### config.mk
export PLATFORM = sky130hd
export DESIGN_NAME = ic_tail
export DESIGN_NICKNAME = d
export VERILOG_FILES = /design/src/rtl/ic_pkg.sv /design/src/rtl/ic_tail.sv
export SDC_FILE = /design/constraint.sdc
export NUM_CORES = 1
export LEC_CHECK = 0
export BUFFER_PORTS_ARGS = -buffer_cell sky130_fd_sc_hd__buf_2
export CELL_PAD_IN_SITES_DETAIL_PLACEMENT = 1
export CELL_PAD_IN_SITES_GLOBAL_PLACEMENT = 1
export CORE_UTILIZATION = 24
export DETAILED_ROUTE_END_ITERATION = 7
export PLACE_DENSITY = 0.48
export SLEW_MARGIN = 5
export SYNTH_ARGS = -nofsm -noshare
export SYNTH_HDL_FRONTEND = slang
export SYNTH_SLANG_ARGS = --single-unit
### constraint.sdc
create_clock -name clk_i -period 2.75 [get_ports clk_i]
set_input_delay 0.275 -clock clk_i [delete_from_list [all_inputs] [get_ports clk_i]]
set_output_delay 0.275 -clock clk_i [all_outputs]
set_load 0.05 [all_outputs]
### src/rtl/ic_pkg.sv
// Package for the inversion counter: payload structs, the token that travels
// down the cell chain, and sizing constants. No dependencies.
package ic_pkg;

  localparam int unsigned MaxItemsDefault = 1024;
  localparam int unsigned ValueW          = 64;
  localparam int unsigned InvW            = 19;
  localparam int unsigned ResDepth        = 4;
  localparam int unsigned ResPtrW         = $clog2(ResDepth);
  localparam int unsigned ResCntW         = $clog2(ResDepth + 1);

  typedef struct packed {
    logic signed [ValueW-1:0] value;
    logic                     last;
  } ic_in_t;

  typedef struct packed {
    logic [InvW-1:0] inversions;
    logic            overflow;
  } ic_out_t;

  typedef struct packed {
    logic                     vld;
    logic signed [ValueW-1:0] value;
    logic                     last;
    logic                     cmp;
    logic                     placed;
    logic                     ovf;
  } ic_tok_t;

endpackage

### src/rtl/ic_tail.sv
// Tail of the chain: sums per-token counts into the running total and queues
// one result beat per finished sequence. Depends on ic_pkg.
module ic_tail #(
  parameter int unsigned CntW = 10
) (
  input  logic            clk_i,
  input  logic            rst_ni,
  input  ic_pkg::ic_tok_t tok_i,
  input  logic [CntW-1:0] cnt_i,
  output logic            out_valid_o,
  input  logic            out_stall_i,
  output ic_pkg::ic_out_t out_data_o
);
  import ic_pkg::*;

  logic [InvW-1:0]    total_q, total_d;
  logic [InvW:0]      sum;
  logic [InvW-1:0]    sat;
  ic_out_t            res_q [ResDepth];
  logic [ResPtrW-1:0] wr_q, rd_q;
  logic [ResCntW-1:0] num_q;
  logic               push, pop;

  always_comb begin
    sum     = {1'b0, total_q} + (InvW+1)'(cnt_i);
    sat     = sum[InvW] ? '1 : sum[InvW-1:0];
    push    = tok_i.vld && tok_i.last;
    pop     = out_valid_o && !out_stall_i;
    total_d = total_q;
    if (tok_i.vld) begin
      total_d = push ? '0 : sat;
    end
  end

  always_ff @(posedge clk_i or negedge rst_ni) begin
    if (!rst_ni) begin
      total_q <= '0;
      wr_q    <= '0;
      rd_q    <= '0;
      num_q   <= '0;
    end else begin
      total_q <= total_d;
      if (push) begin
        wr_q <= wr_q + ResPtrW'(1);
      end
      if (pop) begin
        rd_q <= rd_q + ResPtrW'(1);
      end
      num_q <= num_q + ResCntW'(push) - ResCntW'(pop);
    end
  end

  always_ff @(posedge clk_i) begin
    if (push) begin
      res_q[wr_q] <= '{inversions: sat, overflow: tok_i.ovf};
    end
  end

  assign out_valid_o = (num_q != '0);
  assign out_data_o  = res_q[rd_q];

endmodule

## Word-level counts from Yosys, hierarchy flattened

Memory sizes are Yosys's and may differ from the RTL's.
Cells that the tools add are included.

| word-level totals | value |
|---|---|
| flip-flop bits (word level) | 26 |
| memory bits (writable) | 80 |
| output and inout bits | 21 |
| memories | 1 |
| input port bits | 82 |

Memories:

| name | depth | width | rd ports | clocked after Yosys merged registers in | wr ports | RTL line | text |
|---|---|---|---|---|---|---|---|
| res_q | 4 | 20 | 1 | 0 | 1 | ic_tail.sv:19 | `ic_out_t res_q [ResDepth];` |

| cells by class | value |
|---|---|
| add/sub/neg operators | 5 |
| reduce and logical (&&, ||, !) cells | 4 |
| muxes and demuxes | 4 |

Operator list:

| cell | count |
|---|---|
| $mux 19 | 2 |
| $add 19x10->20 | 1 |
| $add 2x1->2 const B | 2 |
| $add 3x1->3 | 1 |
| $reduce_bool 3->1 | 1 |
| $sub 3x1->3 | 1 |
| $logic_and 1x1->1 | 2 |
| $mux 1 | 2 |
| $logic_not 1->1 | 1 |

## Longest topological paths before layout

| depth | value |
|---|---|
| depth in word-level cells | 3 |
| depth in mapped cells | 9 |

## Least setup slack after synthesis

No wires, ideal clock.

| timing path | value |
|---|---|
| path type | register -> register |
| start | register num_q[1] |
| end | register num_q[2] |
| arrival time | 2.334 ns |
| path slack | 0.294 ns |
| setup time | 0.123 ns |
| cell stages (with the launch flop) | 10 |
| required time | 2.627 ns |
| cell sequence | dfrtp_1 or3_1 nor2b_1 ha_1 inv_1 ha_1 inv_1 fa_1 xnor2_1 xnor2_1 |

| on the way | value |
|---|---|
| cells in the longest elaborated chain, start to end | 3 |
| elaborated cells on any way between the ends | 4 |
| classes of those cells | add/sub (2); reduce/logical (2) |

RTL lines:

| what | RTL line | text |
|---|---|---|
| start: declaration | ic_tail.sv:21 | `logic [ResCntW-1:0] num_q;` |
| start signal: assignment | ic_tail.sv:49 | `num_q <= num_q + ResCntW'(push) - ResCntW'(pop);` |
| $reduce_bool 3->1 | ic_tail.sv:59 | `assign out_valid_o = (num_q != '0);` |
| via out_valid_o | ic_tail.sv:10 | `output logic out_valid_o,` |
| $logic_and 1x1->1 | ic_tail.sv:28 | `pop = out_valid_o && !out_stall_i;` |
| via pop | ic_tail.sv:22 | `logic push, pop;` |
| $sub 3x1->3 | ic_tail.sv:49 |  |

The timed path passes the listed nets, and every way through them passes these cells.
A chain may end at the register's enable or synchronous reset.

## Final worst setup path

| timing path | value |
|---|---|
| start | register total_q[0] |
| end | memory res_q[1][15] (netlist bit) (data pin) |

| on the way | value |
|---|---|
| cells in the longest elaborated chain, start to end | 2 |

RTL lines:

| what | RTL line | text |
|---|---|---|
| start: declaration | ic_tail.sv:16 | `logic [InvW-1:0] total_q, total_d;` |
| start signal: assignment | ic_tail.sv:42 | `total_q <= total_d;` |
| $add 19x10->20 | ic_tail.sv:25 | `sum = {1'b0, total_q} + (InvW+1)'(cnt_i);` |
| $mux 19 | ic_tail.sv:26 | `sat = sum[InvW] ? '1 : sum[InvW-1:0];` |
| via sat[14] | ic_tail.sv:18 | `logic [InvW-1:0] sat;` |
| end: declaration | ic_tail.sv:19 |  |

The timed path passes the listed nets, and every way through them passes these cells.

==> out/qor.yml <==
p_leak_nw: 2.153
max-clock-path-buffers: 2
gr-usage-all-layers_pct: 11.06
worst_r2r_endpoint: "res_q[1][15]"
finalSetupViolCount: 0
postSynthNetCount: 421
r2r_start: "total_q[0]"
peakVddDrop_mv: 0.3815
first_global_vias: 3028
count_of_nets_after_finishing: 472
tritoncts_num_sinks: 106
report.power.total_mw: 5.911
final-hold-violation-count: 0
cp_data_required_time_ns: 2.81
synth_top_area_share_pct: 50.17
flow.area_growth_from_synthesis_pct: 19.94
worstPathMaxFanout: 4
detail_route.vias_per_cell: 4.361
hpwl_dp_um: 7285
yosys.cell_count.top_type: "edfxtp_1"
post-route-drc-count: 0
place_worst_setup_slack_ns: 0.02434
cts.root.buffer_cell: "clkbuf_16"
layout_worst_path_cycle_share_pct: 93.81
overflow: 0
design_area_sq_mm: 0.005743
hp-start: "tok_i[0]"
run_status: "finished, final reports clean"
dpl-instance-area_sq_mm: 0.005380
clock_pin_transition_on_the_worst_setup_and_hold_timing_paths_ns: 0.08
grt_start_max_net_pins: 27
post_synthesis_instance_area_sq_mm: 0.004788
cts_inserted_buffers: 9
gp_routability_congestion: 0.7033
placement_rows: 51
tightestPinTransition_ns: 0.7575
netlist-cell-type-count: 44
wl_per_cell_um: 16.48
fin_crit_ns: 2.580
num_antenna_cells: 0
io-pin-count: 103
drt_pre_antenna_iters: 4
reg2reg_slack_ns: 0.17
fraction_of_final_layout_cells_sized_beyond_drive_strength_1_pct: 26.53
die_x_um: 143.3
cts_tree: "done"
hold_ws_ns: 0.1624
synth_area_per_cell_sq_um: 14.92
synth_cells: 321
power.density_cell_area_mw_per_mm2: 1029
ys.flop_type: "edfxtp_1"
reg2reg_depth: 9
worstHoldPathType: "in -> reg"
critPathKind: "reg -> reg"
setup-tns-final_ns: 0
total_of_buffers_placed_on_input_and_output_ports: 36
synth_warnings: 0
drt-initial-drc-count: 137
min_path_cells: 1
timing.critical_path.from_type: "flop"
maxSlewHeadroom_pct: 49.32
crit_arrival_ns: 2.64
antenna_found_initial: 0
dp.cells: 625
final_max_slew_viol_count: 0
post-route-util_pct: 29.41
yosys-top-cells-count: "edfxtp_1 (80), a21oi_1 (28), nand2_1 (28)"
layout_setup_ws_ns: 0.1702
asyncSetResetFlopFracSynth_pct: 24.53
synth-seq-area-share_pct: 63.76
number_of_enable_type_register_cells_in_the_synthesized_netlist: 80
fp.coreArea_sq_mm: 0.01953
min_delay_worst_endpoint: "res_q[0][0]"
global_route_wire_length_before_repair_um: 16630
route.antenna.remaining_nets: 0
floorplan.die_area_sq_mm: 0.02052
floorplan.initialDensity_pct: 24.52
route.final.wire_length_um: 10580
clock_tree.htree_level_count: 3
max_freq_ghz: 0.3876
synth_area_leader_cell: "edfxtp_1"
grt_setup_unrepaired: "no"
clk_latency_ns: 0.35
chipHeight_um: 143.3
synth.ff_latch_count: 106
synth_area_leaders: "edfxtp_1 (50%), dfrtp_1 (14%), mux4_2 (9.4%)"
crit_path_end_kind: "flop"
final_cells: 642
maxCapViolations: 0
routed-via-count: 2800
clock-skew-final_ns: 0.01222
==> worst max path at each step <==
stage | depth (start not counted) | start | slack [ns] | endpoint
after floorplan | 9 | num_q[1] | 0.29 | num_q[2]
after global placement | 10 | cnt_i[0] | 0.02 | res_q[0][15]
after detailed placement | 10 | cnt_i[0] | 0.02 | res_q[2][15]
after CTS | 9 | total_q[0] | -0.002 | res_q[1][13]
after global routing | 9 | total_q[0] | 0.01 | res_q[1][13]
final | 9 | total_q[0] | 0.17 | res_q[1][15]
==> where the power goes <==
group | switching [mW] | leakage [nW] | internal [mW]
sequential | 0.142 | 1.08 | 2.11
combinational | 1.57 | 0.934 | 0.801
clock | 0.640 | 0.142 | 0.648
total | 2.35 | 2.15 | 3.56
==> state kept, by name (all words and copies together), names as in the netlist <==
register  cells
res_q        80
total_q      19
num_q         3
rd_q          2
wr_q          2
==> layout make-up <==
type	count	area (sq um)
Tap cell	265	331.6
Clock buffer	9	225.2
Fill cell	2107	13780
Multi-Input combinational cell	193	1684
Timing Repair Buffer	52	327.8
Sequential cell	106	3053
Clock inverter	7	83.83
Inverter	10	37.54
==> cell usage in the layout, fill, tap and decap left out, types with 3 or more instances in the layout <==
cell type	count
a21oi_1	26
o21ai_0	5
buf_4	13
nand2b_1	5
a31o_1	4
dfrtp_1	26
nand2_1	27
inv_1	10
clkbuf_16	9
a21oi_2	3
edfxtp_1	80
clkinv_8	3
nand3_1	5
buf_2	36
xnor2_1	14
nor2_1	10
and4_1	3
mux4_2	20
ha_1	16
xor2_1	4
a22o_1	10
and3_1	7
==> metal layers <==
layer | vias up | global-route usage, % | wire, um
li1 | 1339 | - | -
met1 | 1420 | 14.37 | 5108
met2 | 32 | 18.33 | 5003
met3 | 9 | 2.482 | 334
met4 | 0 | 3.359 | 131
met5 | - | 0 | 0
==> logic make-up after synthesis <==
kind of cell	after synthesis	share of synthesized area (%)
fa+ha+maj	18	5.017
xor+xnor	18	3.292
simple gates	72	7.526
compound gates	64	8.779
mux	21	9.642
flops	106	63.76
buf+inv	22	1.986
==> critical path, cell delays in order, from the launching register on <==
cell,delay [ns]
dfrtp_1,0.36
ha_1,0.19
inv_1,0.06
fa_1,0.38
nand2b_1,0.21
a211oi_4,0.30
o2111ai_4,0.22
a21oi_2,0.23
xnor2_1,0.17
nand2_1,0.17
==> repair_timing <==
action,in CTS,in global routing
gates resized for setup,0,8
endpoints found under the hold margin,26,0
setup buffers,0,0
endpoints found under the setup margin,2,23
hold buffers,1,0
(Power assumes the default switching activity.)
