[src/rtl/ic_pkg.sv]
// Package for the inversion counter: payload structs, the token that travels
// down the cell chain, and sizing constants. No dependencies.
package ic_pkg;

  localparam int unsigned MaxItemsDefault = 1024;
  localparam int unsigned ValueW          = 64;
  localparam int unsigned InvW            = 19;
  localparam int unsigned ResDepth        = 4;
  localparam int unsigned ResPtrW         = $clog2(ResDepth);
  localparam int unsigned ResCntW         = $clog2(ResDepth + 1);

  typedef struct packed {
    logic signed [ValueW-1:0] value;
    logic                     last;
  } ic_in_t;

  typedef struct packed {
    logic [InvW-1:0] inversions;
    logic            overflow;
  } ic_out_t;

  typedef struct packed {
    logic                     vld;
    logic signed [ValueW-1:0] value;
    logic                     last;
    logic                     cmp;
    logic                     placed;
    logic                     ovf;
  } ic_tok_t;

endpackage

[src/rtl/ic_cell.sv]
// One cell of the comparison chain: holds one stored value, counts a passing
// token against it and hands the token on. Depends on ic_pkg.
module ic_cell #(
  parameter int unsigned CntW = 10
) (
  input  logic            clk_i,
  input  logic            rst_ni,
  input  ic_pkg::ic_tok_t tok_i,
  input  logic [CntW-1:0] cnt_i,
  output ic_pkg::ic_tok_t tok_o,
  output logic [CntW-1:0] cnt_o
);
  import ic_pkg::*;

  logic signed [ValueW-1:0] val_q;
  logic                     full_q, full_d;
  ic_tok_t                  tok_q, tok_d;
  logic [CntW-1:0]          cnt_q, cnt_d;
  logic                     hit, store;

  always_comb begin
    hit    = tok_i.vld && tok_i.cmp && full_q && (val_q > tok_i.value);
    store  = tok_i.vld && !tok_i.placed && !full_q;
    tok_d  = tok_i;
    cnt_d  = cnt_i + CntW'(hit);
    full_d = full_q;
    if (store) begin
      tok_d.placed = 1'b1;
      full_d       = 1'b1;
    end
    if (tok_i.vld && tok_i.last) begin
      full_d = 1'b0;
    end
  end

  always_ff @(posedge clk_i or negedge rst_ni) begin
    if (!rst_ni) begin
      full_q <= 1'b0;
      tok_q  <= '0;
      cnt_q  <= '0;
    end else begin
      full_q <= full_d;
      tok_q  <= tok_d;
      cnt_q  <= cnt_d;
    end
  end

  always_ff @(posedge clk_i) begin
    if (store) begin
      val_q <= tok_i.value;
    end
  end

  assign tok_o = tok_q;
  assign cnt_o = cnt_q;

endmodule

[config.mk]
export PLATFORM = sky130hd
export DESIGN_NAME = ic_cell
export DESIGN_NICKNAME = d
export VERILOG_FILES = /design/src/rtl/ic_pkg.sv /design/src/rtl/ic_cell.sv
export SDC_FILE = /design/constraint.sdc
export NUM_CORES = 1
export LEC_CHECK = 0
export BUFFER_PORTS_ARGS = -buffer_cell sky130_fd_sc_hd__clkbuf_2
export CAP_MARGIN = 5
export CORE_UTILIZATION = 56
export CTS_CLUSTER_SIZE = 24
export DETAILED_ROUTE_END_ITERATION = 8
export GPL_TIMING_DRIVEN = 0
export HOLD_SLACK_MARGIN = 0.12
export PLACE_DENSITY = 0.85
export SKIP_CTS_REPAIR_TIMING = 1
export SYNTH_ARGS = -nofsm -noshare
export SYNTH_HDL_FRONTEND = slang
export SYNTH_SLANG_ARGS = --single-unit
[constraint.sdc]
create_clock -name clk_i -period 8.7 [get_ports clk_i]
set_input_delay 0.435 -clock clk_i [delete_from_list [all_inputs] [get_ports clk_i]]
set_output_delay 0.435 -clock clk_i [all_outputs]
set_load 0.02 [all_outputs]
* Yosys cells after proc, flatten, opt, wreduce, memory -nomap -nowiden
Cells that the tools add are included.
Word-level totals: bits in registers 144, input port bits 81, word-level logic and storage cells 23
Cells by class: add/subtract/negate cells 1, magnitude comparators 1, muxes and demuxes 3, reduce and logical (&&, ||, !) cells 9
Operators by type and width (number):
- 64-bit greater-than comparator | 1
- 10-bit by 1-bit adder with 10-bit output | 1
- 1-bit logical AND | 6
- 1-bit 2-to-1 mux | 3
- 1-bit zero test | 2
- 2-bit nonzero test | 1

* Logic depth before layout (Yosys ltp)
Gate-level depths: netlist of the first run.
depth in word-level cells 5, mapped depth 14, depth with buffers taken out 14

* Worst setup path before layout of the first run
OpenSTA, ideal clock, no wires.
path type in2reg, from input port tok_i[1] (netlist name), to register tok_q (netlist bit tok_o[1]), library setup time 94 ps, arrival 5695 ps, required time 8606 ps, path slack 2911 ps, stages on the path 2, cells stage by stage nor3b_1 > or2_2
RTL lines:
- from (decl) | RTL line ic_cell.sv:8 | input ic_pkg::ic_tok_t tok_i,
- to (signal assigned) | RTL line ic_cell.sv:43 | tok_q <= tok_d;
- to (decl) | RTL line ic_cell.sv:17 | ic_tok_t tok_q, tok_d;

* Final worst setup path of the first run
from input port tok_i[42] (netlist name), to register cnt_q[9], in the netlist cnt_o[9]
Between the ends: longest elaborated chain between the ends 3
RTL lines:
- 64-bit greater-than comparator | RTL line ic_cell.sv:22 | hit = tok_i.vld && tok_i.cmp && full_q && (val_q > tok_i.value);
- 1-bit logical AND | RTL line ic_cell.sv:22
- 10-bit by 1-bit adder with 10-bit output | RTL line ic_cell.sv:25 | cnt_d = cnt_i + CntW'(hit);
- named net cnt_d[9] | RTL line ic_cell.sv:18 | logic [CntW-1:0] cnt_q, cnt_d;
- to (signal assigned) | RTL line ic_cell.sv:44 | cnt_q <= cnt_d;
- to (decl) | RTL line ic_cell.sv:18
The timed path passes the listed nets, and every way through them passes these cells. A chain may end at the register's enable or synchronous reset.

==> flow_summary.ini, run 1 <==
[run_status]
outcome = finished, final reports clean

[clock_tree]
cts_tree = done
cts_buffer_depth = 2
numCtsBuffers = 17
cts_sinks = 144
clk_latency_ns = 0.52
cts_max_level = 4
cts_root_buf = clkbuf_8
path_clk_slew_ns = 0.06

[synth]
yosysWarnings = 0
synth_largest_area_cell = dfrtp_1
ys.flop_type = dfrtp_1
async_flop_share_pct = 55.6
syn_nets = 556
synth_edf_count = 64
syn_area_per_cell_um2 = 14.1
syn-cell-area_um2 = 5750
ys_ff_latch = 144
yosysUniqueCellTypes = 33
syn-instance-count = 409
synthTopCellsByArea = dfrtp_1 (35%), edfxtp_1 (33%), ha_1 (14%), inv_1 (4.5%), a21oi_1 (2.7%)
ys_seq_area_share_pct = 68.2
synth_top_area_share_pct = 34.8

[critical_path]
crit_family = simple AND/OR/NAND/NOR gates
critPathMaxFanout = 3
cp_cell_sequence = dlygate4sd3_1 -> clkbuf_2 -> inv_1 -> ha_1 -> nand4_1 -> nor4_1 -> nand3_1 -> nor3_1 -> o31a_1 -> o21a_1 -> ha_1 -> nand2_1 -> nor2_1 -> nand3_1 -> xnor2_1
arrival_ns = 3.84
crit_path_end_kind = register
critPathRequiredTime_ns = 9.11
crit_slowest_cell = dlygate4sd3_1
crit_type = input pin to register
timing.critical_path.from_type = input pin
crit_buf_inv = 3
cpPeakStageDelay_ns = 0.54

[detailed_routing]
wl_per_cell_um = 17.7
drt-total-wl_um = 14300
dr.pass1.iters = 4
initialDrtViolationCount = 138
drc = 0
viasPerCell = 5.17
ant_nets = 0
vias = 4196

[layout]
layout.nets = 812
ff_latch_area_um2 = 3920
finalNonFillerCells = 811
stdcell_area_um2 = 8090
drive_above_1_share_pct = 29.5
fill_cells = 526
multiInputGateArea_um2 = 1570
area_delta_synth_final_pct = 40.6
antenna_cells = 0
final_util_pct = 82.0
layout_common_cells = clkbuf_2 (158), dfrtp_1 (80), dlygate4sd3_1 (72)
mostFrequentLayoutCell = clkbuf_2

[global_route]
antenna_found_initial = 0
grt_max_degree = 51
grt_pass1_vias = 3876
grt_pass1_wl_um = 18200
grt.total_usage_pct = 23.8
overflow = 0

[hold_path]
hold_path_class = input pin to register

[timing]
min_period_ns = 3.42
finalCritPeriodShare_pct = 39.4
rsz0062_at_grt = false
setup_violations = 0
worst_pin_slew_ns = 1.02
hold_ws_ns = 0.143
tns_ns = 0
final_hold_viol_count = 0
fmax_ghz = 0.292
layout_setup_ws_ns = 5.28
relSlewSlack_pct = 32.0
slew_violations = 0
final.setup_skew_ns = 0.00666

[power_and_ir_drop]
p_sw_mw = 0.404
p_seq_share_pct = 46.2
p_per_area_nw_per_um2 = 203
p_leak_nw = 3.91
p_int_mw = 1.23
ir_drop_mv = 0.122
p_total_mw = 1.64
comb_power_share_pct = 11.7
clockPowerShare_pct = 42.1
swShare_pct = 24.7

[floorplanning]
die-width_um = 103
row_count = 36
initial_core_util_pct = 58.3
pin_count = 160
dieArea_um2 = 10700
dieHeight_um = 103
core_area_um2 = 9860

[placement]
place_ws_ns = 5.39
placed_cell_area_um2 = 6800
numPlacedInstances = 707
port_buffers = 159
post-dp-hpwl_um = 8910
globalplace.congestion = 0.804

[flow_run]
maxCapViolations = 0
-- final timing paths --
kind	startpoint	endpoint	slack [ns]	cells past startpoint
hold reg to reg	full_q	full_q	0.57	2
min in group asynchronous	rst_ni	tok_o[57]	0.42	2
hold / removal	cnt_i[7]	cnt_o[7]	0.14	2
setup reg to reg	val_q[37]	cnt_o[9]	5.52	12
setup / recovery	tok_i[42]	cnt_o[9]	5.28	15
max in group asynchronous	rst_ni	tok_o[24]	7.66	3
-- state kept, by name, summed over array words and instances (netlist names) --
register  flops
val_q        64
tok_o        69
full_q        1
cnt_o        10
-- metal layers --
metal  wire length (um)  share of wire, %  GRT usage [%]  up-vias
met5                  0                 0              0        -
met4                385               2.7           10.8        0
met3                636               4.4           7.12       36
met2               7990                56           42.4      147
met1               5330                37           26.4     2061
li1                   -                 -              -     1952
-- logic make-up after synthesis --
| family | synth area share, % |
|---|---|
| flip-flops | 68.2 |
| AND/OR/NAND/NOR | 6.01 |
| AO/OA/AOI/OAI | 5.68 |
| adder cells (fa/ha/maj) | 14.4 |
| buffers and inverters | 4.50 |
| XOR/XNOR | 1.22 |
-- cells in the mapped netlist, types with 3 or more instances --
cell type	number
dfrtp_1	80
nand4_1	14
ha_1	66
a21o_1	3
inv_1	69
nand3_1	13
o21ai_0	6
nor4_1	4
a21oi_1	31
xnor2_1	6
nand2_1	19
nor2_1	9
edfxtp_1	64
-- worst reg2reg max path, stage by stage (launching register included) --
cell and delay, ns:
edfxtp_1 0.39, ha_1 0.32, nand4_1 0.16, nor4_1 0.52, nand3_1 0.23, nor3_1 0.30
o31a_1 0.18, o21a_1 0.15, ha_1 0.23, nand2_1 0.12, nor2_1 0.18, nand3_1 0.15
xnor2_1 0.15
-- power groups by stage --
stage | clock [mW] | sequential (mW) | combinational, mW
after floorplan | 0 | 0.796 | 0.0556
after global placement | 0 | 0.771 | 0.145
after detailed placement | 0 | 0.770 | 0.160
after CTS | 0.690 | 0.757 | 0.163
after global routing | 0.719 | 0.759 | 0.209
final | 0.690 | 0.757 | 0.192
-- cell type report --
type	instances	area share, %
tap	133	2.06
clock buffer	18	5.17
sequential	144	48.5
timing repair buffer	237	19.8
clock inverter	14	1.78
inverter	69	3.20
multi-input combinational	196	19.4
Note: power is estimated with default switching activity, not from simulation.
==> inputs of run 2 (changes only) <==
--- a/config.mk
+++ b/config.mk
@@ -7,12 +7,12 @@
 export LEC_CHECK = 0
 export BUFFER_PORTS_ARGS = -buffer_cell sky130_fd_sc_hd__clkbuf_2
 export CAP_MARGIN = 5
-export CORE_UTILIZATION = 56
+export CORE_UTILIZATION = 47
 export CTS_CLUSTER_SIZE = 24
 export DETAILED_ROUTE_END_ITERATION = 8
 export GPL_TIMING_DRIVEN = 0
 export HOLD_SLACK_MARGIN = 0.12
-export PLACE_DENSITY = 0.85
+export PLACE_DENSITY = 0.76
 export SKIP_CTS_REPAIR_TIMING = 1
 export SYNTH_ARGS = -nofsm -noshare
 export SYNTH_HDL_FRONTEND = slang
==> constraint.sdc (replaced) <==
create_clock -name clk_i -period 3.1 [get_ports clk_i]
set_input_delay 0.155 -clock clk_i [delete_from_list [all_inputs] [get_ports clk_i]]
set_output_delay 0.155 -clock clk_i [all_outputs]
set_load 0.02 [all_outputs]
==> flow_summary.ini, run 2 (synthesized netlist as in run 1, its figures left out) <==
[clock_tree]
cts_tree = done
path_clk_slew_ns = 0.07
cts_buffer_depth = 2
numCtsBuffers = 17
cts_root_buf = clkbuf_16
cts_max_level = 4
clk_latency_ns = 0.43
cts_sinks = 144

[layout]
fill_cells = 819
antenna_cells = 0
stdcell_area_um2 = 8280
layout.nets = 820
layout_common_cells = clkbuf_2 (158), dfrtp_1 (80), dlygate4sd3_1 (80)
largest_reg_flops = 69
area_delta_synth_final_pct = 44.0
mostFrequentLayoutCell = clkbuf_2
finalNonFillerCells = 833
drive_above_1_share_pct = 30.8

[critical_path]
critPathRequiredTime_ns = 3.41
critPathMaxFanout = 3
arrival_ns = 3.27
cpPeakStageDelay_ns = 0.53
timing.critical_path.from_type = input pin
path_common_cell = ha_1
crit_path_end_kind = register
cp_cell_sequence = dlygate4sd3_1 -> clkbuf_2 -> inv_1 -> ha_1 -> a21oi_1 -> o21ai_0 -> a221o_1 -> a22oi_2 -> o22ai_2 -> nor4_2 -> o21a_1 -> ha_1 -> nand2_1 -> nor2_2 -> nand3_1 -> xnor2_1
crit_slowest_cell = dlygate4sd3_1
crit_type = input pin to register

[timing]
finalCritPeriodShare_pct = 95.5
fmax_ghz = 0.338
final.setup_skew_ns = 0.00956
worst_pin_slew_ns = 0.796
relSlewSlack_pct = 46.9
final_hold_viol_count = 0
slew_violations = 0
layout_setup_ws_ns = 0.138
min_period_ns = 2.96
setup_violations = 0
tns_ns = 0

[placement]
numPlacedInstances = 719
port_buffers = 159
place_ws_ns = -0.0276
placed_cell_area_um2 = 6820
globalplace.congestion = 0.756
post-dp-hpwl_um = 8130

[power_and_ir_drop]
ir_drop_mv = 0.478
clockPowerShare_pct = 43.1
p_total_mw = 4.67
p_int_mw = 3.52
swShare_pct = 24.6
p_sw_mw = 1.15
p_per_area_nw_per_um2 = 565
p_leak_nw = 3.97
comb_power_share_pct = 11.4
p_seq_share_pct = 45.4

[detailed_routing]
drt-total-wl_um = 12800
dr.pass1.iters = 4
ant_nets = 0
drc = 0
wl_per_cell_um = 15.3
initialDrtViolationCount = 285
vias = 4086
viasPerCell = 4.91

[global_route]
grt_pass1_vias = 3871
grt.total_usage_pct = 18.6
antenna_found_initial = 0
grt_pass1_wl_um = 17800
overflow = 0
grt_max_degree = 42

[floorplanning]
pin_count = 160
dieArea_um2 = 12700
die-width_um = 113
dieHeight_um = 113
row_count = 40
core_area_um2 = 12000
initial_core_util_pct = 48.1

[flow_run]
maxCapViolations = 0

[hold_path]
hold_path_class = input pin to asynchronous set/reset pin

[run_status]
outcome = finished, final reports clean
[run 2: changes by cell type in the layout (fill, tap and decap cells not counted), sizes merged]
cell,delta
clkbuf,-1
clkinvlp,+1
clkinv,-4
inv,+4
dlygate4sd3,+8
[run 2: layout make-up]
cell class / instances / area, um2 / share of cell area (%)
sequential: 144 / 3920 / 47.4
tap: 147 / 184 / 2.22
clock buffer: 17 / 425 / 5.14
multi-input combinational: 196 / 1640 / 19.7
inverter: 69 / 259 / 3.13
clock inverter: 15 / 161 / 1.95
timing repair buffer: 245 / 1690 / 20.4
[run 2: final timing paths]
path / start / to / slack [ns] / cells after the start
worst max register to register: val_q[10] / cnt_o[9] / 0.14 / 13
worst max-delay path: tok_i[23] / cnt_o[9] / 0.14 / 16
min in group clk_i: tok_i[0] / tok_o[0] / 0.39 / 2
worst min register to register: full_q / full_q / 0.62 / 2
worst min-delay path: rst_ni / tok_o[10] / 0.28 / 2
max in group asynchronous: rst_ni / tok_o[29] / 2.19 / 3
[run 2: worst max-delay path: cells and delay by family]
family	cells	cell delay, ns
xor gates and xnor gates	1	0.14
and+or+nand+nor	4	0.61
AOI/OAI and AO/OA	6	1.16
buffers and inverters	3	0.70
adders and majority gates	2	0.51
[run 2: power by group through the flow]
stage | clock network (mW) | logic (mW) | registers, mW
3_3_place_gp | 0 | 0.410 | 2.16
2_1_floorplan | 0 | 0.157 | 2.23
6_report | 2.02 | 0.535 | 2.12
4_1_cts | 2.05 | 0.448 | 2.12
3_5_place_dp | 0 | 0.442 | 2.16
5_1_grt | 2.13 | 0.592 | 2.13
[run 2: layer usage]
| metal | global-route usage (%) | vias up | wire, um |
|---|---|---|---|
| li1 | - | 1976 | - |
| met4 | 9.60 | 0 | 278 |
| met3 | 6.05 | 23 | 557 |
| met1 | 21.8 | 1966 | 5170 |
| met5 | 0 | - | 0 |
| met2 | 30.7 | 121 | 6750 |
[run 2: metrics by stage]
stage               hold WS, ns  utilization [%]
floorplan                -0.141                -
global placement          0.267             56.4
detailed placement        0.211             57.0
CTS                      -0.252             61.9
global route              0.326             69.2
finish                    0.282             69.2
